### src/sv/bcce_ram.sv
`timescale 1ns / 1ps
`default_nettype none

module bcce_ram #(
   parameter int WIDTH = 1,
   parameter int DEPTH = 1024
) (
   input  wire logic                     clock,
   input  wire logic                     wr_en,
   input  wire logic [$clog2(DEPTH)-1:0] wr_addr,
   input  wire logic [WIDTH-1:0]         wr_data,
   input  wire logic                     rd_en,
   input  wire logic [$clog2(DEPTH)-1:0] rd_addr,
   output      logic [WIDTH-1:0]         rd_data
);

   logic [WIDTH-1:0] mem_ff [DEPTH];

   always_ff @(posedge clock) begin
      if (wr_en) begin
         mem_ff[wr_addr] <= wr_data;
      end
      if (rd_en) begin
         rd_data <= mem_ff[rd_addr];
      end
   end

endmodule

`default_nettype wire

### config.mk
export PLATFORM = sky130hd
export DESIGN_NAME = bcce_ram
export DESIGN_NICKNAME = d
export VERILOG_FILES = /design/src/sv/bcce_ram.sv
export SDC_FILE = /design/constraint.sdc
export NUM_CORES = 1
export LEC_CHECK = 0
export BUFFER_PORTS_ARGS = -buffer_cell sky130_fd_sc_hd__buf_2
export CORE_UTILIZATION = 50
export CTS_BUF_LIST = sky130_fd_sc_hd__clkbuf_4 sky130_fd_sc_hd__clkbuf_8 sky130_fd_sc_hd__clkbuf_16
export DETAILED_ROUTE_END_ITERATION = 6
export PLACE_DENSITY = 0.68
export SLEW_MARGIN = 25
export SYNTH_ARGS = -nofsm -noshare
export SYNTH_HDL_FRONTEND = slang
export SYNTH_SLANG_ARGS = --single-unit
### constraint.sdc
create_clock -name clock -period 3.45 [get_ports clock]
set_input_delay 0.5175 -clock clock [delete_from_list [all_inputs] [get_ports clock]]
set_output_delay 0.5175 -clock clock [all_outputs]
set_load 0.1 [all_outputs]
==> flow_summary_export.csv, run 1 <==
group,metric,value,unit
timing,layout_setup_ws,0.5184,ns
power,p_sw_frac,0.2154,
clock_network,clkSlewWorstSetupHoldPaths,0.06,ns
timing,hold_viol,0,
timing,max_freq,341.1,MHz
timing,tightest_slew,1.140,ns
power,p_per_area,522.8,nW/µm²
clock_network,root_buffer,"clkbuf_16",
logic_synthesis,synth_edf_count,1025,
floorplan,die_area,90530,µm²
cells_and_area,multi_input_area,12560,µm²
floorplan,io_pins,25,
clock_network,h-tree-depth,3,
placed_design,place_ws,-0.04130,ns
logic_synthesis,yosysWarnings,0,
clock_network,clk_path_buf_depth,3,
global_routing,grt_start_max_net_pins,169,
drt,drtPass1Iterations,6,
clock_network,numCtsBuffers,100,
clock_network,cts_setup_buffers,0,
placed_design,hpwl,71490,µm
drt,wl_per_cell,28.62,µm
logic_synthesis,synth.largest_area_cell,"edfxtp_1",
timing,setup_viol_count_final,0,
logic_synthesis,yosys-top-cells-count,"nor2_1, edfxtp_1, mux4_2",
cells_and_area,area_delta_synth_final,12.40,%
global_routing,grt_first_pass_wirelength,180900,µm
worst_setup_path,crit_buf_inv,2,
logic_synthesis,ys_types,55,
timing,tns,0,ns
cells_and_area,layout-drive-gt1-share,0.1909,
worst_setup_path,path_class,"input port to flop",
floorplan,dieWidth,300.9,µm
clock_network,cts.sinks,1025,
worst_setup_path,crit_fanout,10,
placed_design,dp.cells,4182,
logic_synthesis,ys.flop_type,"edfxtp_1",
drt,post_drt_via_cell_ratio,6.354,
drt,drc_errors,0,
worst_setup_path,cp_top_family,"compound AO/OA/AOI/OAI gates",
floorplan,core_area,88370,µm²
timing,period_share,0.8498,
cells_and_area,fin_cells,4372,
power,combPwrFrac,0.057,
power,power.sequential.fraction,0.522,
timing,grt_setup_unrepaired,"false",
clock_network,clock_latency,0.67,ns
clock_network,cts_tree,"built",
power,p_int,20590,µW
global_routing,grt-ovfl-total,0,
global_routing,grt_antenna_before_repair,6,
timing,relSlewSlack,0.2384,
floorplan,start_util,0.5054,
clock_network,cts_resized,0,
drt,drtIter0Drc,3985,
drt,antenna_left,0,
power,ir_drop,385.0,µV
logic_synthesis,synth_nets,3136,
logic_synthesis,synthCells,3112,
placed_design,io_buffers,24,
drt,drt-total-wl,125100,µm
logic_synthesis,avgSynthCellArea,14.35,µm²
timing,finalMaxSlewViolations,0,
timing,clock_skew,0.02980,ns
min_path,hold_path_class,"input port to flop",
timing,fin_crit,2.932,ns
power,leakagePower,0.01525,µW
placed_design,place_congestion,0.8786,
logic_synthesis,synth_seq_cells,1025,
cells_and_area,seq_area,30780,µm²
worst_setup_path,slowest_stage,"nor2b_1",
logic_synthesis,yosysTopAreaCellShare,0.6891,
floorplan,row_count,109,
worst_setup_path,critPathMaxStageDelay,0.95,ns
logic_synthesis,synth_area,44670,µm²
worst_setup_path,cp_cell_sequence,"buf_2 -> nor2b_1 -> a22o_1 -> a221oi_1 -> o21ai_0 -> nor3_1 -> a311oi_1 -> buf_4 -> nor4_1 -> o2111ai_1",
floorplan,die_h,300.9,µm
logic_synthesis,ys_seq_area_frac,0.6891,
clock_network,ctsHoldBuffers,0,
flow_run,maxCapViolations,0,
global_routing,track_usage,0.2770,
logic_synthesis,yosys-top-cells-area,"edfxtp_1, mux4_2, nor2_1",
worst_setup_path,required,3.96,ns
worst_setup_path,cp-end-kind,"flop",
power,switching_power,5654,µW
worst_setup_path,arrival,3.44,ns
global_routing,grt_pass1_vias,27120,
status,status,"completed",
cells_and_area,nFillCells,6840,
worst_setup_path,startpoint_type,"input port",
logic_synthesis,async_flop_share,0,
logic_synthesis,synth_most_common_cell,"nor2_1",
power,p_clk_frac,0.421,
cells_and_area,nNetsFinal,3143,
drt,route.vias.total,27780,
routing by layer:
metal / vias up / GRT usage / part of all wire
li1: 11510 / - / -
met3: 312 / 0.05541 / 0.12
met2: 1726 / 0.4449 / 0.48
met1: 14230 / 0.3734 / 0.37
met5: - / 0 / 0.000080
met4: 2 / 0.1090 / 0.039
final timing paths:
kind / start / to / slack [ns] / cells after the start
setup / recovery: rd_addr[3] / rd_data$_DFFE_PP_ / 0.52 / 10
hold / removal: rd_en / rd_data$_DFFE_PP_ / 0.08 / 1
setup reg to reg: mem_ff[24]$_DFFE_PP_ / rd_data$_DFFE_PP_ / 0.55 / 9
hold reg to reg: mem_ff[227]$_DFFE_PP_ / rd_data$_DFFE_PP_ / 1.18 / 5
final cells by class:
class | instances | area share
Clock buffer | 119 | 0.05338
Timing Repair Buffer | 208 | 0.04122
Antenna cell | 6 | 0.0002991
Sequential cell | 1025 | 0.6131
Tap cell | 1165 | 0.02903
Inverter | 6 | 0.0004486
Clock inverter | 65 | 0.01231
Multi-Input combinational cell | 1778 | 0.2502
power by group through the flow:
stage          Combinational [µW]  Clock, µW  Sequential, µW
2_1_floorplan                 793          0           14000
3_3_place_gp                 1430          0           14000
3_5_place_dp                 1460          0           14000
4_1_cts                      1460      11100           13700
5_1_grt                      1550      11600           13700
6_report                     1490      11100           13700
worst register-to-register path: stages, from the launching register on:
cell,delay [ns]
edfxtp_1,0.38
mux4_2,0.47
a22o_1,0.24
a221oi_1,0.38
o21ai_0,0.21
nor3_1,0.32
a311oi_1,0.12
buf_4,0.17
nor4_1,0.21
o2111ai_1,0.15
cells in the final DEF (no fill, tap or decap), drive strengths merged, types with 6 or more instances in the layout:
master	synthesis	final
bufinv	0	11
edfxtp	1025	1025
buf	114	208
a2111oi	6	6
nand4	10	10
a22oi	17	17
nand3	37	37
o22ai	28	28
mux2i	123	123
a21oi	37	37
nor2	1036	1036
o21ai	13	13
nand2b	8	8
nand2	86	86
diode	0	6
nor3	37	37
and2	6	6
nor2b	11	11
o221ai	49	49
clkinv	2	51
clkbuf	189	119
inv	4	6
nor3b	8	8
mux4	214	214
logic make-up after synthesis:
group           share of synthesized area
mux                                0.1374
buf+inv                           0.03297
compound gates                    0.02829
simple gates                       0.1122
flops                              0.6891
metrics by stage:
stage / utilization / hold slack, ns / total power, µW / cell area [µm²]
finish: 0.5681 / 0.07803 / 26250 / 50200
CTS: 0.5678 / 0.05236 / 26290 / 50180
global route: 0.5680 / 0.06715 / 26810 / 50190
detailed placement: 0.5305 / 0.7583 / 15430 / 46880
floorplan: - / 0.6164 / 14780 / 44670
global placement: 0.5305 / 0.7437 / 15400 / 46880
sequential cells by signal (all words and copies together) (netlist names):
register,count
mem_ff,1024
rd_data,1
No activity file was read; power rests on OpenSTA's default activity.
==> run 2: changes to the inputs <==
==> constraint.sdc (replaced) <==
create_clock -name clock -period 2.7 [get_ports clock]
set_input_delay 0.405 -clock clock [delete_from_list [all_inputs] [get_ports clock]]
set_output_delay 0.405 -clock clock [all_outputs]
set_load 0.1 [all_outputs]
==> run 2 against run 1 <==
- the run now ends with negative setup slack left
- register-to-register slack lost 0.62 ns
- combinational power is 38% higher
- total power is 27% higher
- clock skew up 0.0063 ns
- non-clock buffer count increased by 119
- die area unchanged
- design area increased by 1.8%
- first-iteration DRC count up 4.2%
- largest cell class unchanged
- largest power group unchanged
==> flow_summary_export.csv, run 2 (synthesized netlist as in run 1, its figures left out) <==
group,metric,value,unit
status,status,"finished, violations left",
status,violations,"negative setup slack",
drt,post_drt_via_cell_ratio,6.285,
placed_design,place_ws,-0.6570,ns
drt,drt-total-wl,127100,µm
clock_network,clk_path_buf_depth,3,
cells_and_area,area_delta_synth_final,14.44,%
global_routing,grt-ovfl-total,0,
timing,setup_viol_count_final,1,
power,p_clk_frac,0.415,
clock_network,root_buffer,"clkbuf_16",
cells_and_area,reg.largest.list,"mem_ff x1024, rd_data x1",
floorplan,row_count,109,
floorplan,start_util,0.5054,
cells_and_area,fin_cells,4485,
power,switching_power,7145,µW
worst_setup_path,crit_fanout,2,
cells_and_area,fin_util,0.5784,
power,power.sequential.fraction,0.524,
cells_and_area,nNetsFinal,3265,
flow_run,maxCapViolations,0,
global_routing,grt_start_max_net_pins,146,
power,leakagePower,0.01579,µW
global_routing,grt_pass1_vias,27610,
placed_design,hpwl,75610,µm
power,power,33420,µW
floorplan,die_h,300.9,µm
drt,antenna_left,0,
cells_and_area,layout_commonest_cell,"nor2_1",
timing,finalMaxSlewViolations,0,
global_routing,track_usage,0.2818,
global_routing,grt_antenna_before_repair,6,
drt,drtIter0Drc,4153,
cells_and_area,multi_input_area,12560,µm²
power,p_sw_frac,0.2138,
floorplan,io_pins,25,
placed_design,dp.cells,4300,
floorplan,die_area,90530,µm²
power,ir_drop,591.9,µV
drt,drc_errors,0,
floorplan,core_area,88370,µm²
placed_design,io_buffers,24,
drt,drtPass1Iterations,5,
worst_setup_path,cp-end-kind,"flop",
power,p_int,26280,µW
global_routing,use_met1,0.3711,
timing,layout_setup_ws,-0.07105,ns
global_routing,grt_first_pass_wirelength,183200,µm
clock_network,numCtsBuffers,103,
clock_network,h-tree-depth,3,
clock_network,cts.sinks,1025,
clock_network,clock_latency,0.69,ns
timing,relSlewSlack,0.4877,
cells_and_area,final_cell_mix,"nor2_1, edfxtp_1, buf_4, mux4_2, mux2i_1",
worst_setup_path,arrival,3.19,ns
cells_and_area,largest-register,"mem_ff",
worst_setup_path,rrSetupSlack,-0.07,ns
worst_setup_path,startpoint_type,"flop",
worst_setup_path,required,3.12,ns
clock_network,cts_tree,"built",
min_path,hold_path_class,"input port to flop",
timing,fin_crit,2.771,ns
cells_and_area,largest_reg_flops,1024,
timing,hold_viol,0,
placed_design,place_congestion,0.8603,
drt,wl_per_cell,28.34,µm
global_routing,use_met3,0.05519,
global_routing,gr-max-usage-layer,"met2",
cells_and_area,seq_area,30780,µm²
power,combPwrFrac,0.061,
timing,max_freq,360.9,MHz
clock_network,clkSlewWorstSetupHoldPaths,0.06,ns
floorplan,dieWidth,300.9,µm
timing,tightest_slew,0.7684,ns
timing,clock_skew,0.03607,ns
timing,tns,-0.07105,ns
power,p_per_area,653.9,nW/µm²
timing,grt_setup_unrepaired,"true",
cells_and_area,layout-drive-gt1-share,0.2210,
worst_setup_path,path_class,"flop to flop",
global_routing,gr-usage-met2,0.4631,
drt,route.vias.total,28190,
cells_and_area,nFillCells,6774,
timing,period_share,1.026,
clock_network,cts_setup_buffers,0,
[run 2: final timing paths]
check,cells after the start,startpoint,endpoint
setup reg to reg,8,mem_ff[794]$_DFFE_PP_,rd_data$_DFFE_PP_
setup / recovery,8,mem_ff[794]$_DFFE_PP_,rd_data$_DFFE_PP_
hold / removal,1,wr_data,mem_ff[1018]$_DFFE_PP_
hold reg to reg,6,mem_ff[250]$_DFFE_PP_,rd_data$_DFFE_PP_
[run 2: cell type report]
type | count | share of cell area
antenna | 4 | 0.0001958
clock buffer | 136 | 0.05664
clock inverter | 44 | 0.006951
inverter | 6 | 0.0004406
multi-input combinational | 1778 | 0.2456
sequential | 1025 | 0.6021
tap | 1165 | 0.02852
timing repair buffer | 327 | 0.05948
[run 2: worst max-delay path: stages (launching register included)]
cell and delay [ns]:
edfxtp_1 0.39, mux4_2 0.49, mux4_2 0.54, nand2b_1 0.10
nand4_1 0.30, and4_4 0.28, buf_4 0.12, a32oi_1 0.18
o2111ai_1 0.14
[run 2: routing by layer]
layer | share of wire | vias up
li1 | - | 11750
met1 | 0.36 | 14300
met2 | 0.48 | 1789
met3 | 0.12 | 341
met4 | 0.042 | 4
met5 | 0.00017 | -
[run 2: timing repair]
| item | CTS | global route |
|---|---|---|
| hold buffers | 1 | 0 |
| hold endpoints to repair | 1 | 0 |
| setup endpoints to repair | 1 | 1 |
| resized for setup | 2 | 4 |
| pin swaps | 4 | 2 |
[run 2: stage by stage]
stage / hold WS, ns / instance area, µm²
after global routing: 0.2061 / 51110
final: 0.1967 / 51120
after floorplan: 0.5039 / 44690
after detailed placement: 0.6304 / 47840
after CTS: 0.1737 / 51090
after global placement: 0.6139 / 47840
[run 2: power groups by stage]
stage          combinational (µW)  clock (µW)  sequential (µW)
6_report                     2050       13900            17500
5_1_grt                      2130       14500            17500
4_1_cts                      2010       14000            17500
3_5_place_dp                 2000           0            17900
3_3_place_gp                 1970           0            17900
2_1_floorplan                1020           0            17900
