**config.mk**
```make
export PLATFORM = sky130hd
export DESIGN_NAME = bcce_back
export DESIGN_NICKNAME = d
export VERILOG_FILES = /design/src/sv/bcce_pkg.sv /design/src/sv/bcce_back.sv
export SDC_FILE = /design/constraint.sdc
export NUM_CORES = 2
export LEC_CHECK = 0
export BUFFER_PORTS_ARGS = -buffer_cell sky130_fd_sc_hd__buf_2
export CAP_MARGIN = 40
export CORE_ASPECT_RATIO = 1.1
export CORE_MARGIN = 2
export CORE_UTILIZATION = 45
export CTS_BUF_LIST = sky130_fd_sc_hd__clkbuf_4 sky130_fd_sc_hd__clkbuf_8
export CTS_CLUSTER_DIAMETER = 80
export CTS_CLUSTER_SIZE = 30
export DETAILED_ROUTE_END_ITERATION = 16
export GPL_TIMING_DRIVEN = 0
export SLEW_MARGIN = 15
export SYNTH_ARGS = -nofsm -noshare
export SYNTH_HDL_FRONTEND = slang
export SYNTH_SLANG_ARGS = --single-unit
export TNS_END_PERCENT = 100
```
**constraint.sdc**
```tcl
create_clock -name clock -period 8.7 [get_ports clock]
set_input_delay 2.175 -clock clock [delete_from_list [all_inputs] [get_ports clock]]
set_output_delay 2.175 -clock clock [all_outputs]
set_load 0.02 [all_outputs]
```
**src/sv/bcce_pkg.sv**
```systemverilog
`timescale 1ns / 1ps
`default_nettype none

package bcce_pkg;

   // Request field widths
   localparam int FUNC_W   = 2;
   localparam int PX_W     = 14;
   localparam int PY_W     = 13;
   localparam int RADIUS_W = 12;
   localparam int WIDTH_W  = 11;
   localparam int HEIGHT_W = 10;

   // Pixel coordinate width for the largest supported map (4096 x 4096)
   localparam int CRD_W    = 12;
   localparam int R2_W     = 2 * RADIUS_W;

   localparam int QUEUE_DEPTH = 2;

   // Request function codes
   localparam logic [FUNC_W-1:0] FUNC_CARVE = 2'd0;
   localparam logic [FUNC_W-1:0] FUNC_FILL  = 2'd1;
   localparam logic [FUNC_W-1:0] FUNC_QUERY = 2'd2;

   // Work kinds handed from the front to the back
   typedef enum logic [1:0] {
      OP_REPLY = 2'd0,
      OP_FILL  = 2'd1,
      OP_CARVE = 2'd2,
      OP_QUERY = 2'd3
   } op_type;

   typedef struct packed {
      op_type                op;
      logic                  solid;
      logic                  rejected;
      logic [CRD_W-1:0]      x0;
      logic [CRD_W-1:0]      x1;
      logic [CRD_W-1:0]      y0;
      logic [CRD_W-1:0]      y1;
      logic [PX_W-1:0]       px;
      logic [PY_W-1:0]       py;
      logic [RADIUS_W-1:0]   radius;
   } cmd_type;

endpackage

`default_nettype wire

```
**src/sv/bcce_back.sv**
```systemverilog
`timescale 1ns / 1ps
`default_nettype none

module bcce_back
   import bcce_pkg::*;
#(
   parameter int MAP_WIDTH  = 1024,
   parameter int MAP_HEIGHT = 512,
   parameter int FRAC_BITS  = 4
) (
   input  wire logic                                    clock,
   input  wire logic                                    reset,
   input  wire logic                                    cmd_valid,
   output      logic                                    cmd_ready,
   input  wire cmd_type                                 cmd,
   output      logic                                    clearing,
   output      logic                                    ram_we,
   output      logic [$clog2(MAP_WIDTH*MAP_HEIGHT)-1:0] ram_waddr,
   output      logic                                    ram_wdata,
   output      logic                                    ram_re,
   output      logic [$clog2(MAP_WIDTH*MAP_HEIGHT)-1:0] ram_raddr,
   input  wire logic                                    ram_rdata,
   output      logic                                    rsp_valid,
   input  wire logic                                    rsp_ready,
   output      logic                                    rsp_solid,
   output      logic                                    rsp_rejected
);

   localparam int DEPTH = MAP_WIDTH * MAP_HEIGHT;
   localparam int AW    = $clog2(DEPTH);
   localparam int XW    = $clog2(MAP_WIDTH);
   localparam int YW    = $clog2(MAP_HEIGHT);
   localparam int CW0   = (XW > YW) ? XW + FRAC_BITS : YW + FRAC_BITS;
   localparam int CW    = (CW0 > PX_W) ? CW0 : PX_W;
   localparam int DW    = CW + 1;
   localparam int QW    = 2 * DW;
   localparam int STEP  = 1 << FRAC_BITS;

   localparam logic signed [QW-1:0] STEP_SQ = QW'(STEP * STEP);

   typedef enum logic [7:0] {
      ST_CLEAR  = 8'b0000_0001,
      ST_IDLE   = 8'b0000_0010,
      ST_SETUP  = 8'b0000_0100,
      ST_SQUARE = 8'b0000_1000,
      ST_SCAN   = 8'b0001_0000,
      ST_READ   = 8'b0010_0000,
      ST_WAIT   = 8'b0100_0000,
      ST_REPLY  = 8'b1000_0000
   } state_type;

   state_type               state_ff, state_in;
   cmd_type                 cmd_ff, cmd_in;
   logic [AW-1:0]           clr_ff, clr_in;
   logic [XW-1:0]           x_ff, x_in;
   logic [YW-1:0]           y_ff, y_in;
   logic signed [DW-1:0]    dx_ff, dx_in;
   logic signed [DW-1:0]    dy_ff, dy_in;
   logic signed [DW-1:0]    dx0_ff, dx0_in;
   logic signed [QW-1:0]    dx2_ff, dx2_in;
   logic signed [QW-1:0]    dy2_ff, dy2_in;
   logic signed [QW-1:0]    dx20_ff, dx20_in;
   logic [AW-1:0]           base_ff, base_in;
   logic [R2_W-1:0]         r2_ff, r2_in;
   logic                    res_solid_ff, res_solid_in;
   logic                    res_rejected_ff, res_rejected_in;
   logic                    rsp_valid_ff, rsp_valid_in;
   logic                    rsp_solid_ff, rsp_solid_in;
   logic                    rsp_rejected_ff, rsp_rejected_in;

   logic [XW-1:0]           x0;
   logic [XW-1:0]           x1;
   logic [YW-1:0]           y0;
   logic [YW-1:0]           y1;
   logic [AW-1:0]           pix_addr;
   logic                    in_circle;
   logic                    is_fill;

   assign x0        = cmd_ff.x0[XW-1:0];
   assign x1        = cmd_ff.x1[XW-1:0];
   assign y0        = cmd_ff.y0[YW-1:0];
   assign y1        = cmd_ff.y1[YW-1:0];
   assign pix_addr  = base_ff + AW'(x_ff);
   assign in_circle = (dx2_ff + dy2_ff) < $signed(QW'(r2_ff));
   assign is_fill   = (cmd_ff.op == OP_FILL);

   assign clearing     = (state_ff == ST_CLEAR);
   assign cmd_ready    = (state_ff == ST_IDLE);
   assign rsp_valid    = rsp_valid_ff;
   assign rsp_solid    = rsp_solid_ff;
   assign rsp_rejected = rsp_rejected_ff;

   always_comb begin
      state_in        = state_ff;
      cmd_in          = cmd_ff;
      clr_in          = clr_ff;
      x_in            = x_ff;
      y_in            = y_ff;
      dx_in           = dx_ff;
      dy_in           = dy_ff;
      dx0_in          = dx0_ff;
      dx2_in          = dx2_ff;
      dy2_in          = dy2_ff;
      dx20_in         = dx20_ff;
      base_in         = base_ff;
      r2_in           = r2_ff;
      res_solid_in    = res_solid_ff;
      res_rejected_in = res_rejected_ff;
      rsp_valid_in    = rsp_valid_ff && !rsp_ready;
      rsp_solid_in    = rsp_solid_ff;
      rsp_rejected_in = rsp_rejected_ff;
      ram_we          = 1'b0;
      ram_waddr       = pix_addr;
      ram_wdata       = 1'b0;
      ram_re          = 1'b0;
      ram_raddr       = pix_addr;

      unique case (state_ff)
         ST_CLEAR: begin
            ram_we    = 1'b1;
            ram_waddr = clr_ff;
            clr_in    = clr_ff + AW'(1);
            if (clr_ff == AW'(DEPTH - 1)) begin
               state_in = ST_IDLE;
            end
         end
         ST_IDLE: begin
            if (cmd_valid) begin
               cmd_in          = cmd;
               res_solid_in    = cmd.solid;
               res_rejected_in = cmd.rejected;
               state_in        = (cmd.op == OP_REPLY) ? ST_REPLY : ST_SETUP;
            end
         end
         ST_SETUP: begin
            x_in    = x0;
            y_in    = y0;
            dx0_in  = $signed(DW'(x0) << FRAC_BITS) - $signed(DW'(cmd_ff.px));
            dx_in   = $signed(DW'(x0) << FRAC_BITS) - $signed(DW'(cmd_ff.px));
            dy_in   = $signed(DW'(y0) << FRAC_BITS) - $signed(DW'(cmd_ff.py));
            base_in = AW'(y0) * AW'(MAP_WIDTH);
            r2_in   = R2_W'(cmd_ff.radius) * R2_W'(cmd_ff.radius);
            state_in = (cmd_ff.op == OP_QUERY) ? ST_READ : ST_SQUARE;
         end
         ST_SQUARE: begin
            dx2_in   = QW'(dx_ff) * QW'(dx_ff);
            dx20_in  = QW'(dx_ff) * QW'(dx_ff);
            dy2_in   = QW'(dy_ff) * QW'(dy_ff);
            state_in = ST_SCAN;
         end
         ST_SCAN: begin
            // Squares advance by (d + s)^2 = d^2 + 2sd + s^2
            ram_we    = is_fill || in_circle;
            ram_wdata = is_fill;
            if (x_ff == x1) begin
               x_in   = x0;
               dx_in  = dx0_ff;
               dx2_in = dx20_ff;
               if (y_ff == y1) begin
                  res_solid_in    = 1'b0;
                  res_rejected_in = 1'b0;
                  state_in        = ST_REPLY;
               end else begin
                  y_in    = y_ff + YW'(1);
                  dy_in   = dy_ff + DW'(STEP);
                  dy2_in  = dy2_ff + (QW'(dy_ff) <<< (FRAC_BITS + 1)) + STEP_SQ;
                  base_in = base_ff + AW'(MAP_WIDTH);
               end
            end else begin
               x_in   = x_ff + XW'(1);
               dx_in  = dx_ff + DW'(STEP);
               dx2_in = dx2_ff + (QW'(dx_ff) <<< (FRAC_BITS + 1)) + STEP_SQ;
            end
         end
         ST_READ: begin
            ram_re   = 1'b1;
            state_in = ST_WAIT;
         end
         ST_WAIT: begin
            res_solid_in    = ram_rdata;
            res_rejected_in = 1'b0;
            state_in        = ST_REPLY;
         end
         ST_REPLY: begin
            if (!rsp_valid_ff || rsp_ready) begin
               rsp_valid_in    = 1'b1;
               rsp_solid_in    = res_solid_ff;
               rsp_rejected_in = res_rejected_ff;
               state_in        = ST_IDLE;
            end
         end
         default: begin
            state_in = ST_IDLE;
         end
      endcase
   end

   always_ff @(posedge clock) begin
      if (reset) begin
         state_ff     <= ST_CLEAR;
         clr_ff       <= '0;
         rsp_valid_ff <= 1'b0;
      end else begin
         state_ff     <= state_in;
         clr_ff       <= clr_in;
         rsp_valid_ff <= rsp_valid_in;
      end
   end

   always_ff @(posedge clock) begin
      cmd_ff          <= cmd_in;
      x_ff            <= x_in;
      y_ff            <= y_in;
      dx_ff           <= dx_in;
      dy_ff           <= dy_in;
      dx0_ff          <= dx0_in;
      dx2_ff          <= dx2_in;
      dy2_ff          <= dy2_in;
      dx20_ff         <= dx20_in;
      base_ff         <= base_in;
      r2_ff           <= r2_in;
      res_solid_ff    <= res_solid_in;
      res_rejected_ff <= res_rejected_in;
      rsp_solid_ff    <= rsp_solid_in;
      rsp_rejected_ff <= rsp_rejected_in;
   end

`ifndef ASSERT_OFF
   a_no_pop_while_clearing: assert property (@(posedge clock) disable iff (reset)
      (state_ff == ST_CLEAR) |-> !(cmd_valid && cmd_ready))
      else $error("command taken during clearing pass");

   a_scan_x_in_box: assert property (@(posedge clock) disable iff (reset)
      (state_ff == ST_SCAN) |-> (x_ff >= x0) && (x_ff <= x1))
      else $error("scan column outside bounding box");

   a_scan_y_in_box: assert property (@(posedge clock) disable iff (reset)
      (state_ff == ST_SCAN) |-> (y_ff >= y0) && (y_ff <= y1))
      else $error("scan row outside bounding box");

   a_reply_waits: assert property (@(posedge clock) disable iff (reset)
      (state_ff == ST_REPLY && rsp_valid_ff && !rsp_ready) |=> (state_ff == ST_REPLY))
      else $error("reply overwrote a pending response");

   a_read_only_in_read: assert property (@(posedge clock) disable iff (reset)
      ram_re |-> (state_ff == ST_READ) && (cmd_ff.op == OP_QUERY))
      else $error("map read outside a query");
`endif

endmodule

`default_nettype wire

```
==> impl_metrics.tcl <==
set metrics [dict create \
    timing.max_cap.violations 0 \
    via_count 26300 \
    critPathCaptureType "flop" \
    synth_top_cells_by_area "sky130_fd_sc_hd__fa_1, sky130_fd_sc_hd__edfxtp_1, sky130_fd_sc_hd__ha_1" \
    cts.htree.levels 1 \
    antenna_found_initial 2 \
    ys_warn_count 0 \
    die_width_um 276 \
    power.leakage_uw 0.0189 \
    fraction_of_registers_with_async_set_or_reset_after_synthesis 0 \
    synth-edff-count 266 \
    final-hold-violation-count 0 \
    critical_path.reg2reg.endpoint "dx2_ff[29]" \
    die_y_um 303 \
    synthesis.instances 3779 \
    type_of_the_tightest_min_delay_check "reg2reg" \
    timing.rr.start "dx_ff[14]" \
    numCtsBuffers 20 \
    fill_cells 7711 \
    data_required_critical_path_ns 9.13 \
    area.growth.synth_to_final_pct 7.26 \
    routed_wl_mm 94.8 \
    floorplan.initialDensity 0.455 \
    mappedNetlistArea_um2 36600 \
    synthesis.area_per_instance_um2 9.68 \
    worst_slew_pin_slew_ns 0.864 \
    cp_slowest_stage_delay_ns 0.77 \
    clock_skew_ns 0.0696 \
    vdd.ir_drop.worst_mv 0.156 \
    dominantRegCellSynth "sky130_fd_sc_hd__edfxtp_1" \
    cts_sinks 294 \
    placement_rows 109 \
    post_cts_buffers 0 \
    design_area_um2 39200 \
    drt-pass1-iter-count 5 \
    finalWorstPathRequiredPeriod_ns 8.25 \
    post_cts_resized 0 \
    run_status "finished clean" \
    synth.area.mux_share 0.00448 \
    crit_path_frequent_cell "sky130_fd_sc_hd__fa_1" \
    clock_edge_transition_at_the_registers_on_the_reported_setup_and_hold_paths_ns 0.18 \
    fmaxAchievable_mhz 121 \
    syn_nets 4758 \
    final_net_count 4916 \
    fin_total_pwr_uw 2950 \
    worst_hold_path.endpoint "rsp_solid" \
    post-synth-top-count-cell "sky130_fd_sc_hd__inv_1" \
    first_pass_grt_wire_length_mm 150 \
    detailedRoute.firstIterationViolations 1553 \
    clk_path_buf_depth 3 \
    antenna_cells 0 \
    post_drt_via_cell_ratio 5.26 \
    reg2regPathDepth 22 \
    grt_max_degree 44 \
    synth_cell_type_count 80 \
    worst_path_max_delay_cell "sky130_fd_sc_hd__fa_1" \
    cts.root.buffer_cell "sky130_fd_sc_hd__clkbuf_8" \
    largest_family_of_logic_cells_by_synthesized_area "adder cells" \
    drt_drc_violations_left 0 \
    placement.io_buffers 130 \
    route.antenna.remaining_nets 0 \
    synth_compound_area_frac 0.0949 \
    layout-drive-gt1-share 0.0544 \
    worstSetupStartpointType "flop" \
    max_slew_margin 0.423 \
    synth_top_area_share 0.259 \
    synth_sequential_area_ratio 0.234 \
    cell_breakdown_of_the_critical_path "clkbuf_1 > inv_1 > buf_1 > nor2_1 > fa_1 > fa_1 > fa_1 > fa_1 > fa_1 > inv_1 > fa_1 > inv_1 > ha_1 > a21o_1 > a21o_1 > a21o_1 > a211oi_1 > o21ai_0 > o41ai_4 > o21ai_2 > xnor2_2 > o221a_1" \
    clk-insertion-delay-late_ns 0.67 \
    grt-ovfl-total 0 \
    gp_congestion 0.923 \
    rsz0062_at_grt "false" \
    pwr_density_cell_nw_per_um2 75.3 \
    cts.hold.buffers_added 0 \
    worst_setup_slack_for_register_to_register_paths_ns 0.45 \
    crit_arrival_ns 8.69 \
    io_pins 142 \
    setup_total_negative_slack_ns 0 \
    simple_gate_share_of_the_synthesized_area 0.119 \
    hold-path-cell-count 0 \
    synthAdderAreaFrac 0.399 \
    synth-xor-area-share 0.0605 \
    vias_in_the_first_global_route 26800 \
    final.period_utilization 0.949 \
    globalRouteTotalUtil 0.232 \
    synth_top_cells_by_count "sky130_fd_sc_hd__inv_1, sky130_fd_sc_hd__fa_1, sky130_fd_sc_hd__ha_1, sky130_fd_sc_hd__nand2_1, sky130_fd_sc_hd__edfxtp_1" \
    setup.worst_path.class "reg2reg" \
    worstPathMaxFanout 11 \
    fp.dieArea_um2 83600 \
    detailed_place_hpwl_mm 77.9 \
    place_area_um2 38700 \
    core_region_area_um2 80500 \
    setup_viol_count_final 0 \
    yosys_register_bits 294 \
    worstHoldStart "res_solid_ff" \
    cts_tree "built" \
    routed_len_inst_um 18.9 \
    synthDominantAreaCellType "sky130_fd_sc_hd__fa_1" \
    report.final.slew_viol_count 0 \
]
[flip-flops by register name (all words and copies together) (netlist names), 8 cells and up]
signal,count
base_ff,9
clr_ff,19
x_ff,10
r2_ff,23
dx20_ff,29
state_ff,8
dx0_ff,15
dy2_ff,29
y_ff,9
dx_ff,15
dy_ff,15
cmd_ff,79
dx2_ff,29
[worst max-delay path, delay by kind of cell, from the launching register on]
family | cells | cell delay (ns)
adder cells (fa/ha/maj) | 7 | 3.67
flip-flops | 1 | 0.64
buffers and inverters | 5 | 1.54
AND/OR/NAND/NOR | 1 | 0.14
AO/OA/AOI/OAI | 8 | 1.85
XOR/XNOR | 1 | 0.20
[cell type report]
class                   instances  area, µm²  area share
flip-flops and latches        294       8550       0.218
plain buffers                  90        345     0.00880
repair buffers                136        763      0.0194
well taps                    1054       1320      0.0336
multi-input cells            2623      24800       0.632
clock buffers                  22        297     0.00756
clock inverters                14        258     0.00657
inverters                     772       2900      0.0738
[placed cells by master (no fill, tap or decap), types with 13 or more instances in the layout]
master / netlist / layout
sky130_fd_sc_hd__o21a_1: 23 / 23
sky130_fd_sc_hd__or3_1: 29 / 29
sky130_fd_sc_hd__nor2_1: 204 / 204
sky130_fd_sc_hd__o31ai_1: 13 / 13
sky130_fd_sc_hd__inv_1: 768 / 766
sky130_fd_sc_hd__a211oi_1: 18 / 18
sky130_fd_sc_hd__and2_1: 116 / 115
sky130_fd_sc_hd__fa_1: 474 / 474
sky130_fd_sc_hd__nand2b_1: 15 / 15
sky130_fd_sc_hd__o211ai_1: 14 / 14
sky130_fd_sc_hd__nor3_1: 44 / 44
sky130_fd_sc_hd__clkbuf_1: 82 / 82
sky130_fd_sc_hd__and3_1: 20 / 20
sky130_fd_sc_hd__xor2_1: 92 / 92
sky130_fd_sc_hd__nand3_1: 41 / 41
sky130_fd_sc_hd__mux2i_1: 13 / 13
sky130_fd_sc_hd__ha_1: 409 / 409
sky130_fd_sc_hd__edfxtp_1: 266 / 266
sky130_fd_sc_hd__nand4_1: 15 / 15
sky130_fd_sc_hd__o21ai_0: 137 / 136
sky130_fd_sc_hd__clkbuf_8: 0 / 21
sky130_fd_sc_hd__o21ai_1: 16 / 17
sky130_fd_sc_hd__a21oi_1: 160 / 160
sky130_fd_sc_hd__a31oi_1: 22 / 22
sky130_fd_sc_hd__a21o_1: 58 / 58
sky130_fd_sc_hd__nor2b_1: 21 / 19
sky130_fd_sc_hd__dfxtp_1: 28 / 28
sky130_fd_sc_hd__buf_2: 0 / 130
sky130_fd_sc_hd__nand2_1: 348 / 347
sky130_fd_sc_hd__xnor2_1: 159 / 159
sky130_fd_sc_hd__o21bai_1: 18 / 18
[logic make-up after synthesis]
| kind of cell | Yosys count |
|---|---|
| simple gates | 916 |
| xor+xnor | 252 |
| compound gates | 556 |
| flops | 294 |
| buf+inv | 862 |
| fa+ha+maj | 883 |
| mux | 16 |
[metal layers]
layer  vias up  share of wire  track usage
met5         -              0            0
met4         0          0.028       0.0622
met3       121          0.049       0.0219
met2       651           0.48        0.390
met1     13000           0.44        0.321
li1      12600              -            -
[how the worst max path moves through the flow]
stage / start / to / depth (start not counted)
3_5_place_dp: dx_ff[14] / dx2_ff[29] / 22
4_1_cts: dx_ff[14] / dx2_ff[29] / 22
2_1_floorplan: dx_ff[14] / dx2_ff[29] / 22
5_1_grt: dx_ff[14] / dx2_ff[29] / 22
3_3_place_gp: dx_ff[14] / dx2_ff[29] / 22
6_report: dx_ff[14] / dx2_ff[29] / 22
[through the flow]
stage	hold slack, ns	cells	setup slack [ns]	util
6_report	0.457	5005	0.447	0.488
5_1_grt	0.472	5005	0.0853	0.488
3_3_place_gp	0.402	4963	0.451	0.479
4_1_cts	0.453	5004	0.500	0.488
3_5_place_dp	0.419	4968	0.543	0.481
2_1_floorplan	0.400	3779	1.90	-
[power breakdown]
part,internal [µW],leakage (µW),total [µW],switching [µW]
Clock,294,0.000269,910,615
Sequential,1560,0.00262,1570,10.1
Combinational,192,0.0160,477,285
Power figures use the tool's default switching activity.
