<file path="config.mk">
export PLATFORM = sky130hd
export DESIGN_NAME = bcce_queue
export DESIGN_NICKNAME = d
export VERILOG_FILES = /design/src/sv/bcce_pkg.sv /design/src/sv/bcce_queue.sv
export SDC_FILE = /design/constraint.sdc
export NUM_CORES = 1
export LEC_CHECK = 0
export ABC_AREA = 1
export BUFFER_PORTS_ARGS = -buffer_cell sky130_fd_sc_hd__buf_2
export CAP_MARGIN = 15
export CORE_MARGIN = 3
export CORE_UTILIZATION = 41
export CTS_CLUSTER_DIAMETER = 60
export DETAILED_ROUTE_END_ITERATION = 8
export PLACE_DENSITY_LB_ADDON = 0.25
export SETUP_SLACK_MARGIN = 0.2
export SYNTH_ARGS = -nofsm -noshare
export SYNTH_HDL_FRONTEND = slang
export SYNTH_SLANG_ARGS = --single-unit
</file>
<file path="constraint.sdc">
create_clock -name clock -period 5.95 [get_ports clock]
set_input_delay 0 -clock clock [delete_from_list [all_inputs] [get_ports clock]]
set_output_delay 0 -clock clock [all_outputs]
set_load 0.02 [all_outputs]
</file>
<file path="src/sv/bcce_pkg.sv">
`timescale 1ns / 1ps
`default_nettype none

package bcce_pkg;

   // Request field widths
   localparam int FUNC_W   = 2;
   localparam int PX_W     = 14;
   localparam int PY_W     = 13;
   localparam int RADIUS_W = 12;
   localparam int WIDTH_W  = 11;
   localparam int HEIGHT_W = 10;

   // Pixel coordinate width for the largest supported map (4096 x 4096)
   localparam int CRD_W    = 12;
   localparam int R2_W     = 2 * RADIUS_W;

   localparam int QUEUE_DEPTH = 2;

   // Request function codes
   localparam logic [FUNC_W-1:0] FUNC_CARVE = 2'd0;
   localparam logic [FUNC_W-1:0] FUNC_FILL  = 2'd1;
   localparam logic [FUNC_W-1:0] FUNC_QUERY = 2'd2;

   // Work kinds handed from the front to the back
   typedef enum logic [1:0] {
      OP_REPLY = 2'd0,
      OP_FILL  = 2'd1,
      OP_CARVE = 2'd2,
      OP_QUERY = 2'd3
   } op_type;

   typedef struct packed {
      op_type                op;
      logic                  solid;
      logic                  rejected;
      logic [CRD_W-1:0]      x0;
      logic [CRD_W-1:0]      x1;
      logic [CRD_W-1:0]      y0;
      logic [CRD_W-1:0]      y1;
      logic [PX_W-1:0]       px;
      logic [PY_W-1:0]       py;
      logic [RADIUS_W-1:0]   radius;
   } cmd_type;

endpackage

`default_nettype wire

</file>
<file path="src/sv/bcce_queue.sv">
`timescale 1ns / 1ps
`default_nettype none

module bcce_queue
   import bcce_pkg::*;
(
   input  wire logic    clock,
   input  wire logic    reset,
   input  wire logic    in_valid,
   output      logic    in_ready,
   input  wire cmd_type in_cmd,
   output      logic    out_valid,
   input  wire logic    out_ready,
   output      cmd_type out_cmd
);

   localparam int PW = $clog2(QUEUE_DEPTH);
   localparam int CNT_W = $clog2(QUEUE_DEPTH + 1);

   cmd_type          slot_ff [QUEUE_DEPTH];
   logic [PW-1:0]    wr_ptr_ff;
   logic [PW-1:0]    wr_ptr_in;
   logic [PW-1:0]    rd_ptr_ff;
   logic [PW-1:0]    rd_ptr_in;
   logic [CNT_W-1:0] count_ff;
   logic [CNT_W-1:0] count_in;
   logic             push;
   logic             pop;

   assign in_ready  = (count_ff != CNT_W'(QUEUE_DEPTH));
   assign out_valid = (count_ff != '0);
   assign out_cmd   = slot_ff[rd_ptr_ff];
   assign push      = in_valid && in_ready;
   assign pop       = out_valid && out_ready;

   always_comb begin
      wr_ptr_in = wr_ptr_ff;
      rd_ptr_in = rd_ptr_ff;
      count_in  = count_ff;
      if (push) begin
         wr_ptr_in = (wr_ptr_ff == PW'(QUEUE_DEPTH - 1)) ? '0 : wr_ptr_ff + PW'(1);
      end
      if (pop) begin
         rd_ptr_in = (rd_ptr_ff == PW'(QUEUE_DEPTH - 1)) ? '0 : rd_ptr_ff + PW'(1);
      end
      if (push && !pop) begin
         count_in = count_ff + CNT_W'(1);
      end else if (pop && !push) begin
         count_in = count_ff - CNT_W'(1);
      end
   end

   always_ff @(posedge clock) begin
      if (reset) begin
         wr_ptr_ff <= '0;
         rd_ptr_ff <= '0;
         count_ff  <= '0;
      end else begin
         wr_ptr_ff <= wr_ptr_in;
         rd_ptr_ff <= rd_ptr_in;
         count_ff  <= count_in;
      end
   end

   always_ff @(posedge clock) begin
      if (push) begin
         slot_ff[wr_ptr_ff] <= in_cmd;
      end
   end

endmodule

`default_nettype wire

</file>
==> results_dict.tcl, run 1 <==
set metrics [dict create \
    worst_skew_pair.late_latency_ns 0.42 \
    cts_tree "yes" \
    cts-root-buf "clkbuf_16" \
    end_kind "primary output" \
    p_leak_nw 3.954 \
    via_per_inst 4.555 \
    cp.buffers_inverters 2 \
    grt_start_max_net_pins 56 \
    synth-seq-cells 187 \
    grt_setup_unrepaired "no" \
    skew_ns 0.007318 \
    timing.hold.ws_ns 0.1108 \
    power_mw 4.030 \
    setup_violations 0 \
    ant_nets 0 \
    syn-cell-area_mm2 0.007258 \
    worstPathRequired_ns 5.95 \
    start_util 0.4196 \
    cts_hold_buf 93 \
    cts_buffer_depth 2 \
    worst_pin_slew_ns 1.041 \
    fmax_ghz 0.3657 \
    cap_viol_max_count 0 \
    status "complete, no violations" \
    synth.distinct_cells 14 \
    layout_common_cells "buf_2, edfxtp_1, dlygate4sd3_1" \
    min_path_type "input pin to flop" \
    io_pins 188 \
    die_h_um 139.1 \
    final_common_cell "buf_2" \
    worstPathArrival_ns 2.73 \
    worstPathCellList "buf_4, mux2_4, buf_2" \
    cts.clk_slew.worst_paths_ns 0.07 \
    finalMaxSlewViolations 0 \
    dp_hpwl_um 8310 \
    maxSlewHeadroom 0.3059 \
    avgSynthCellArea_um2 22.68 \
    track_usage 0.1408 \
    gr-total-overflow 0 \
    first_iter_violations 183 \
    dpl-instance-area_mm2 0.008325 \
    post_cts_buffers 0 \
    htreeDepth 4 \
    cp_max_fo 55 \
    cp-start-kind "flop" \
    final_nets 710 \
    rows 48 \
    wire_per_inst_um 16.08 \
    fin_setup_tns_ns 0 \
    pwr_density_cell_mw_per_mm2 405.9 \
    synth_cells 320 \
    post-route-util 0.5741 \
    port-buffer-count 187 \
    ir_drop_v 0.0002731 \
    crit_path_max_incr_delay_ns 0.92 \
    vias 3881 \
    path_delay_family "buffers and inverters" \
    grt_pass1_wl_um 21260 \
    die_x_um 139.1 \
    synth.yosys.seq_area_share 0.7668 \
    cts_buffers 17 \
    drt-total-wl_um 13700 \
    min_period_ns 2.734 \
    crit_type "flop to primary output" \
    dr.pass1.iters 6 \
    grt_pass1_vias 4202 \
    gp_congestion 0.7264 \
    drive_above_1_share 0.5056 \
    die_area_mm2 0.01933 \
    final_hold_viol_count 0 \
    numClockSinks 187 \
    min_period_over_period 0.4596 \
    grt_antenna_before_repair 0 \
    fin_area_mm2 0.009930 \
    yosys_warnings 0 \
    synthesis.nets 416 \
    slowest_stage "buf_4" \
    cts_resized 0 \
    diodes 0 \
    drc 0 \
    core-area_mm2 0.01730 \
    area_growth_pct 36.80 \
]
==> tightest hold or removal path: cells and delay by family <==
family | cells | cell delay, ns
AND/OR/NAND/NOR | 2 | 0.20
AO/OA/AOI/OAI | 1 | 0.20
buffers and inverters | 1 | 0.08
==> cell usage after synthesis <==
| master | number | area, um^2 |
|---|---|---|
| a21oi_1 | 2 | 10.01 |
| buf_12 | 9 | 180.2 |
| buf_6 | 1 | 11.26 |
| dfxtp_1 | 5 | 100.1 |
| edfxtp_1 | 182 | 5465 |
| ha_1 | 1 | 12.51 |
| inv_1 | 8 | 30.03 |
| mux2_2 | 1 | 11.26 |
| mux2_4 | 90 | 1351 |
| nand2_1 | 9 | 33.78 |
| nand3_1 | 2 | 10.01 |
| nand4_1 | 1 | 6.260 |
| nor2_1 | 7 | 26.28 |
| o21ai_0 | 2 | 10.01 |
==> report_power, final <==
group          internal, mW  switching [mW]
Sequential             1.67          0.0835
Combinational         0.505           0.586
Clock                 0.720           0.470
==> registers in the layout (all words and copies together) (netlist names), named ones only <==
name	count
slot_ff	182
count_ff	2
rd_ptr_ff	1
wr_ptr_ff	1
==> metal layers <==
layer  wire [um]  vias up  global-route usage
li1            -     1837                   -
met1        5774     1908              0.1699
met2        6965      128              0.2429
met3         862        8             0.04759
met4         100        0             0.03862
met5           0        -                   0
==> through the flow <==
stage | setup WS (ns) | instances
after floorplan | 0.9177 | 320
after global placement | 3.213 | 725
after detailed placement | 3.134 | 725
after CTS | 3.124 | 850
after global routing | 3.070 | 852
final | 3.216 | 852
==> worst paths after layout <==
check	from	endpoint	slack [ns]	depth (start not counted)
min	in_valid	wr_ptr_ff$_SDFFE_PP0P_	0.11	4
min reg2reg	rd_ptr_ff$_SDFFE_PP0P_	rd_ptr_ff$_SDFFE_PP0P_	0.53	2
max	flop	out_cmd[81]	3.22	3
max reg2reg	count_ff[0]$_SDFFE_PP0P_	slot_ff[1][89]$_DFFE_PP_	3.59	6
==> cells by family after synthesis <==
group,synth area share
flops,0.7668
buf+inv,0.03051
simple gates,0.01052
compound gates,0.002758
fa+ha+maj,0.001724
mux,0.1877
==> final cells by class <==
type,instances,area [um^2]
repair buffers,285,1929
multi-input cells,115,1486
flip-flops and latches,187,5569
inverters,8,30.03
clock inverters,13,190.2
well taps,225,281.5
fillers,1356,7367
clock buffers,19,442.9
(Power assumes the default switching activity.)
==> run 2, diff against run 1 <==
==> constraint.sdc (replaced) <==
create_clock -name clock -period 2.4 [get_ports clock]
set_input_delay 0 -clock clock [delete_from_list [all_inputs] [get_ports clock]]
set_output_delay 0 -clock clock [all_outputs]
set_load 0.02 [all_outputs]
==> run 2 against run 1 <==
Against the previous run: sequential cell count stayed put; clock power increased by 130%; non-clock buffer count is 5 higher; register-to-register slack lost 2.8 ns; wire length fell by 1.6%; final cell count rose by 0.47%; sequential share of layout area increased by 0.069 points; clock skew is essentially flat.
==> results_dict.tcl, run 2 (same netlist as run 1, synthesis figures left out) <==
set metrics [dict create \
    worstPathArrival_ns 1.94 \
    num-fill-cells 1336 \
    pwr_density_cell_mw_per_mm2 988.0 \
    clockPowerShare 0.280 \
    cts_tree "yes" \
    power_mw 9.800 \
    final_common_cell "buf_2" \
    cts_resized 0 \
    start_util 0.4196 \
    grt_antenna_before_repair 0 \
    gr-total-overflow 0 \
    via_per_inst 4.498 \
    ir_drop_v 0.0005202 \
    fin_setup_tns_ns 0 \
    rows 48 \
    worstPathRequired_ns 2.40 \
    die_x_um 139.1 \
    numClockSinks 187 \
    worstPathCellList "buf_4, mux2_4, buf_2" \
    dp_hpwl_um 8550 \
    cts_buffer_depth 2 \
    crit_type "flop to primary output" \
    switchingPower_mw 2.782 \
    io_pins 188 \
    worst_pin_slew_ns 0.6989 \
    min_period_ns 1.943 \
    die_h_um 139.1 \
    htreeDepth 4 \
    ant_nets 0 \
    area_growth_pct 36.67 \
    setup_slack_ns 0.4567 \
    diodes 0 \
    cts_buffers 17 \
    cp_max_fo 24 \
    sw_frac_of_total 0.2838 \
    post-route-util 0.5735 \
    fmax_ghz 0.5146 \
    vias 3850 \
    drc 0 \
    grt_pass1_vias 4190 \
    grt_setup_unrepaired "no" \
    skew_ns 0.007261 \
    largest_register_ffs 182 \
    drt-total-wl_um 13480 \
    cap_viol_max_count 0 \
    core-area_mm2 0.01730 \
    cts_hold_buf 94 \
    power_frac_seq 0.440 \
    post_cts_buffers 0 \
    end_kind "primary output" \
    crit_path_max_incr_delay_ns 0.65 \
    dp_worst_setup_slack_ns 0.7801 \
    min_period_over_period 0.8097 \
    drive_above_1_share 0.5055 \
    cp-start-kind "flop" \
    status "complete, no violations" \
    gp_congestion 0.7112 \
    final_nets 715 \
    wire_per_inst_um 15.75 \
    finalMaxSlewViolations 0 \
    grt_pass1_wl_um 21560 \
    port-buffer-count 187 \
    cp.buffers_inverters 2 \
    p_leak_nw 3.943 \
    cts.clk_slew.worst_paths_ns 0.06 \
    grt_start_max_net_pins 51 \
    setup_violations 0 \
    maxSlewHeadroom 0.5341 \
    min_path_type "input pin to flop" \
    reg_top3 "slot_ff x182, count_ff x2" \
    slowest_stage "dfxtp_4" \
    die_area_mm2 0.01933 \
    cts-root-buf "clkbuf_16" \
    internal_power_mw 7.019 \
    final_hold_viol_count 0 \
    path_delay_family "flip-flops" \
    top_register "slot_ff" \
    power_frac_comb 0.280 \
    first_iter_violations 135 \
    dr.pass1.iters 4 \
    worst_skew_pair.late_latency_ns 0.42 \
    track_usage 0.1426 \
    layout_common_cells "buf_2, edfxtp_1, dlygate4sd3_1" \
]
run 2: cell count changes in the layout (fill, tap and decap cells not counted), sizes merged:
cell	change
dlygate4sd3	+1
buf	+4
bufinv	-1
clkinvlp	+2
clkinv	-2
run 2: final timing paths:
path / startpoint / to / slack (ns) / cells past startpoint
setup / recovery: flop / out_cmd[45] / 0.46 / 3
hold / removal: in_cmd[16] / slot_ff[1][16]$_DFFE_PP_ / 0.30 / 2
setup reg to reg: count_ff[0]$_SDFFE_PP0P_ / slot_ff[0][45]$_DFFE_PP_ / 0.78 / 5
hold reg to reg: rd_ptr_ff$_SDFFE_PP0P_ / flop / 0.52 / 2
run 2: through the flow:
| stage | hold WS (ns) | cell area, um^2 | cells |
|---|---|---|---|
| after floorplan | 0.09887 | 7289 | 320 |
| after global placement | 0.1867 | 8399 | 731 |
| after detailed placement | 0.1911 | 8399 | 731 |
| after CTS | 0.2833 | 9920 | 856 |
| after global routing | 0.2826 | 9920 | 856 |
| final | 0.3018 | 9920 | 856 |
run 2: final cells by class:
| class | instances | area, um^2 | area share |
|---|---|---|---|
| sequential | 187 | 5570 | 0.5616 |
| timing repair buffer | 290 | 1957 | 0.1973 |
| multi-input combinational | 115 | 1501 | 0.1514 |
| clock buffer | 19 | 432.9 | 0.04364 |
| tap | 225 | 281.5 | 0.02838 |
| clock inverter | 12 | 146.4 | 0.01476 |
| inverter | 8 | 30.03 | 0.003027 |
run 2: worst register-to-register path: stages (launching register included):
cell and delay [ns]:
dfxtp_2 0.33, inv_2 0.06, nand2_4 0.08, nand2_4 0.07
nor2_4 0.11, buf_4 0.55
run 2: per-layer routing:
metal / share of wire / global-route usage / up-vias
li1: - / - / 1842
met1: 0.41 / 0.1666 / 1884
met2: 0.53 / 0.2552 / 111
met3: 0.054 / 0.04310 / 13
met4: 0.012 / 0.04016 / 0
met5: 0 / 0 / -
run 2: power by group through the flow:
| stage | combinational [mW] | clock [mW] | sequential (mW) |
|---|---|---|---|
| 6_report | 2.75 | 2.74 | 4.31 |
| 5_1_grt | 2.94 | 2.96 | 4.36 |
| 4_1_cts | 2.79 | 2.81 | 4.32 |
| 3_5_place_dp | 2.67 | 0 | 4.39 |
| 3_3_place_gp | 2.63 | 0 | 4.36 |
| 2_1_floorplan | 2.10 | 0 | 4.30 |
==> run 3, diff against run 2 <==
==> constraint.sdc (replaced) <==
create_clock -name clock -period 1.9 [get_ports clock]
set_input_delay 0 -clock clock [delete_from_list [all_inputs] [get_ports clock]]
set_output_delay 0 -clock clock [all_outputs]
set_load 0.02 [all_outputs]
==> run 3 against run 2 <==
Against the previous run: via count grew 1.8%; highest routed layer unchanged; clock skew shrank 0.00058 ns; largest cell class unchanged; clock-buffer cell count grew 1; register-to-register slack lost 0.37 ns.
==> results_dict.tcl, run 3 (same netlist as run 1, synthesis figures left out) <==
set metrics [dict create \
    cts.clk_slew.worst_paths_ns 0.06 \
    port-buffer-count 187 \
    gp_congestion 0.6946 \
    cts_tree "yes" \
    r2r_cells 6 \
    vias 3920 \
    p_leak_nw 3.969 \
    finalMaxSlewViolations 0 \
    wire_per_inst_um 16.16 \
    skew_ns 0.006681 \
    cp-start-kind "flop" \
    status "complete, no violations" \
    dp_worst_setup_slack_ns 0.4692 \
    min_path_cells 2 \
    final_common_cell "buf_2" \
    multi_input_comb_area_mm2 0.001501 \
    start_util 0.4196 \
    critical_path.endpoint "out_cmd[55]" \
    grt_start_max_net_pins 55 \
    layout_common_cells "buf_2, edfxtp_1, dlygate4sd3_1" \
    area_growth_pct 37.84 \
    rows 48 \
    cp_max_fo 38 \
    grt_pass1_vias 4377 \
    core-area_mm2 0.01730 \
    layoutNonFillerInstCount 855 \
    r2r_setup_slack_ns 0.41 \
    worstPathArrival_ns 1.65 \
    crit_type "flop to primary output" \
    cts_buffers 17 \
    grt_antenna_before_repair 0 \
    diodes 0 \
    min_period_ns 1.648 \
    top_register "slot_ff" \
    htreeDepth 4 \
    gr-total-overflow 0 \
    dr.pass1.iters 5 \
    crit_path_max_incr_delay_ns 0.41 \
    via_per_inst 4.585 \
    slowest_stage "dfxtp_4" \
    numClockSinks 187 \
    grt_setup_unrepaired "yes" \
    die_x_um 139.1 \
    dp_hpwl_um 8674 \
    reg_top3 "slot_ff x182, count_ff x2" \
    drive_above_1_share 0.5063 \
    first_iter_violations 148 \
    final_hold_viol_count 0 \
    worstPathCellList "buf_12, mux2_4, buf_2" \
    pwr_density_cell_mw_per_mm2 1253 \
    dp_cells 728 \
    setup_violations 0 \
    ir_drop_v 0.0006480 \
    min_path_type "input pin to flop" \
    io_pins 188 \
    cts-root-buf "clkbuf_16" \
    post-route-util 0.5784 \
    r2r_end "rd_ptr_ff$_SDFFE_PP0P_" \
    track_usage 0.1445 \
    worstPathRequired_ns 1.90 \
    post_cts_buffers 0 \
    grt_pass1_wl_um 21920 \
    timing.hold.ws_ns 0.2998 \
    min_period_over_period 0.8674 \
    maxSlewHeadroom 0.7850 \
    setup_slack_ns 0.2519 \
    fin_setup_tns_ns 0 \
    fmax_ghz 0.6068 \
    ant_nets 0 \
    drt-total-wl_um 13820 \
    final_nets 714 \
    cts_buffer_depth 2 \
    worst_pin_slew_ns 0.3225 \
    die_h_um 139.1 \
    largest_register_ffs 182 \
    worst_skew_pair.late_latency_ns 0.42 \
    drc 0 \
    cap_viol_max_count 0 \
    regToRegStartpoint "count_ff[1]$_SDFFE_PP0P_" \
    seqCellArea_mm2 0.005570 \
    die_area_mm2 0.01933 \
    end_kind "primary output" \
    num-fill-cells 1325 \
]
-- run 3: how the worst min path moves through the flow --
stage	start	end	slack, ns
global route	in_cmd[18]	slot_ff[0][18]$_DFFE_PP_	0.29
floorplan	in_cmd[0]	slot_ff[0][0]$_DFFE_PP_	0.1
CTS	in_cmd[57]	slot_ff[1][57]$_DFFE_PP_	0.27
global placement	in_cmd[10]	slot_ff[0][10]$_DFFE_PP_	0.19
detailed placement	in_cmd[57]	slot_ff[0][57]$_DFFE_PP_	0.19
finish	in_cmd[7]	slot_ff[1][7]$_DFFE_PP_	0.30
-- run 3: power by group --
part,total [mW],switching [mW],internal (mW)
sequential,5.38,0.166,5.21
clock,3.51,1.45,2.06
combinational,3.65,1.98,1.67
total,12.5,3.59,8.95
-- run 3: through the flow --
stage                     total power, mW  instance area [um^2]
final                               12.54                 10000
after global routing                13.09                 10000
after floorplan                     8.083                  7289
after detailed placement            8.966                  8439
after CTS                           12.66                  9980
after global placement              8.886                  8439
-- run 3: critical path: cells and delay by family (launching register included) --
kind	cells	cell delay [ns]
buffers and inverters	2	0.46
DFF	1	0.41
muxes	1	0.34
-- run 3: area by class of cell --
| class | count | share of cell area |
|---|---|---|
| Clock buffer | 20 | 0.04365 |
| Clock inverter | 11 | 0.01451 |
| Inverter | 8 | 0.003001 |
| Multi-Input combinational cell | 115 | 0.1501 |
| Sequential cell | 187 | 0.5568 |
| Tap cell | 225 | 0.02814 |
| Timing Repair Buffer | 289 | 0.2039 |
-- run 3: per-layer routing --
layer / part of all wire / routed length (um) / vias up / global-route usage
li1: - / - / 1848 / -
met1: 0.41 / 5615 / 1923 / 0.1617
met2: 0.52 / 7142 / 126 / 0.2565
met3: 0.058 / 799 / 23 / 0.04448
met4: 0.019 / 261 / 0 / 0.05973
met5: 0 / 0 / - / 0
-- run 3: timing repair --
action / 4_1_cts / 5_1_grt
hold endpoints to repair: 187 / 0
setup endpoints to repair: 30 / 52
cloned: 0 / 1
hold buffers: 95 / 0
resized for setup: 1 / 0
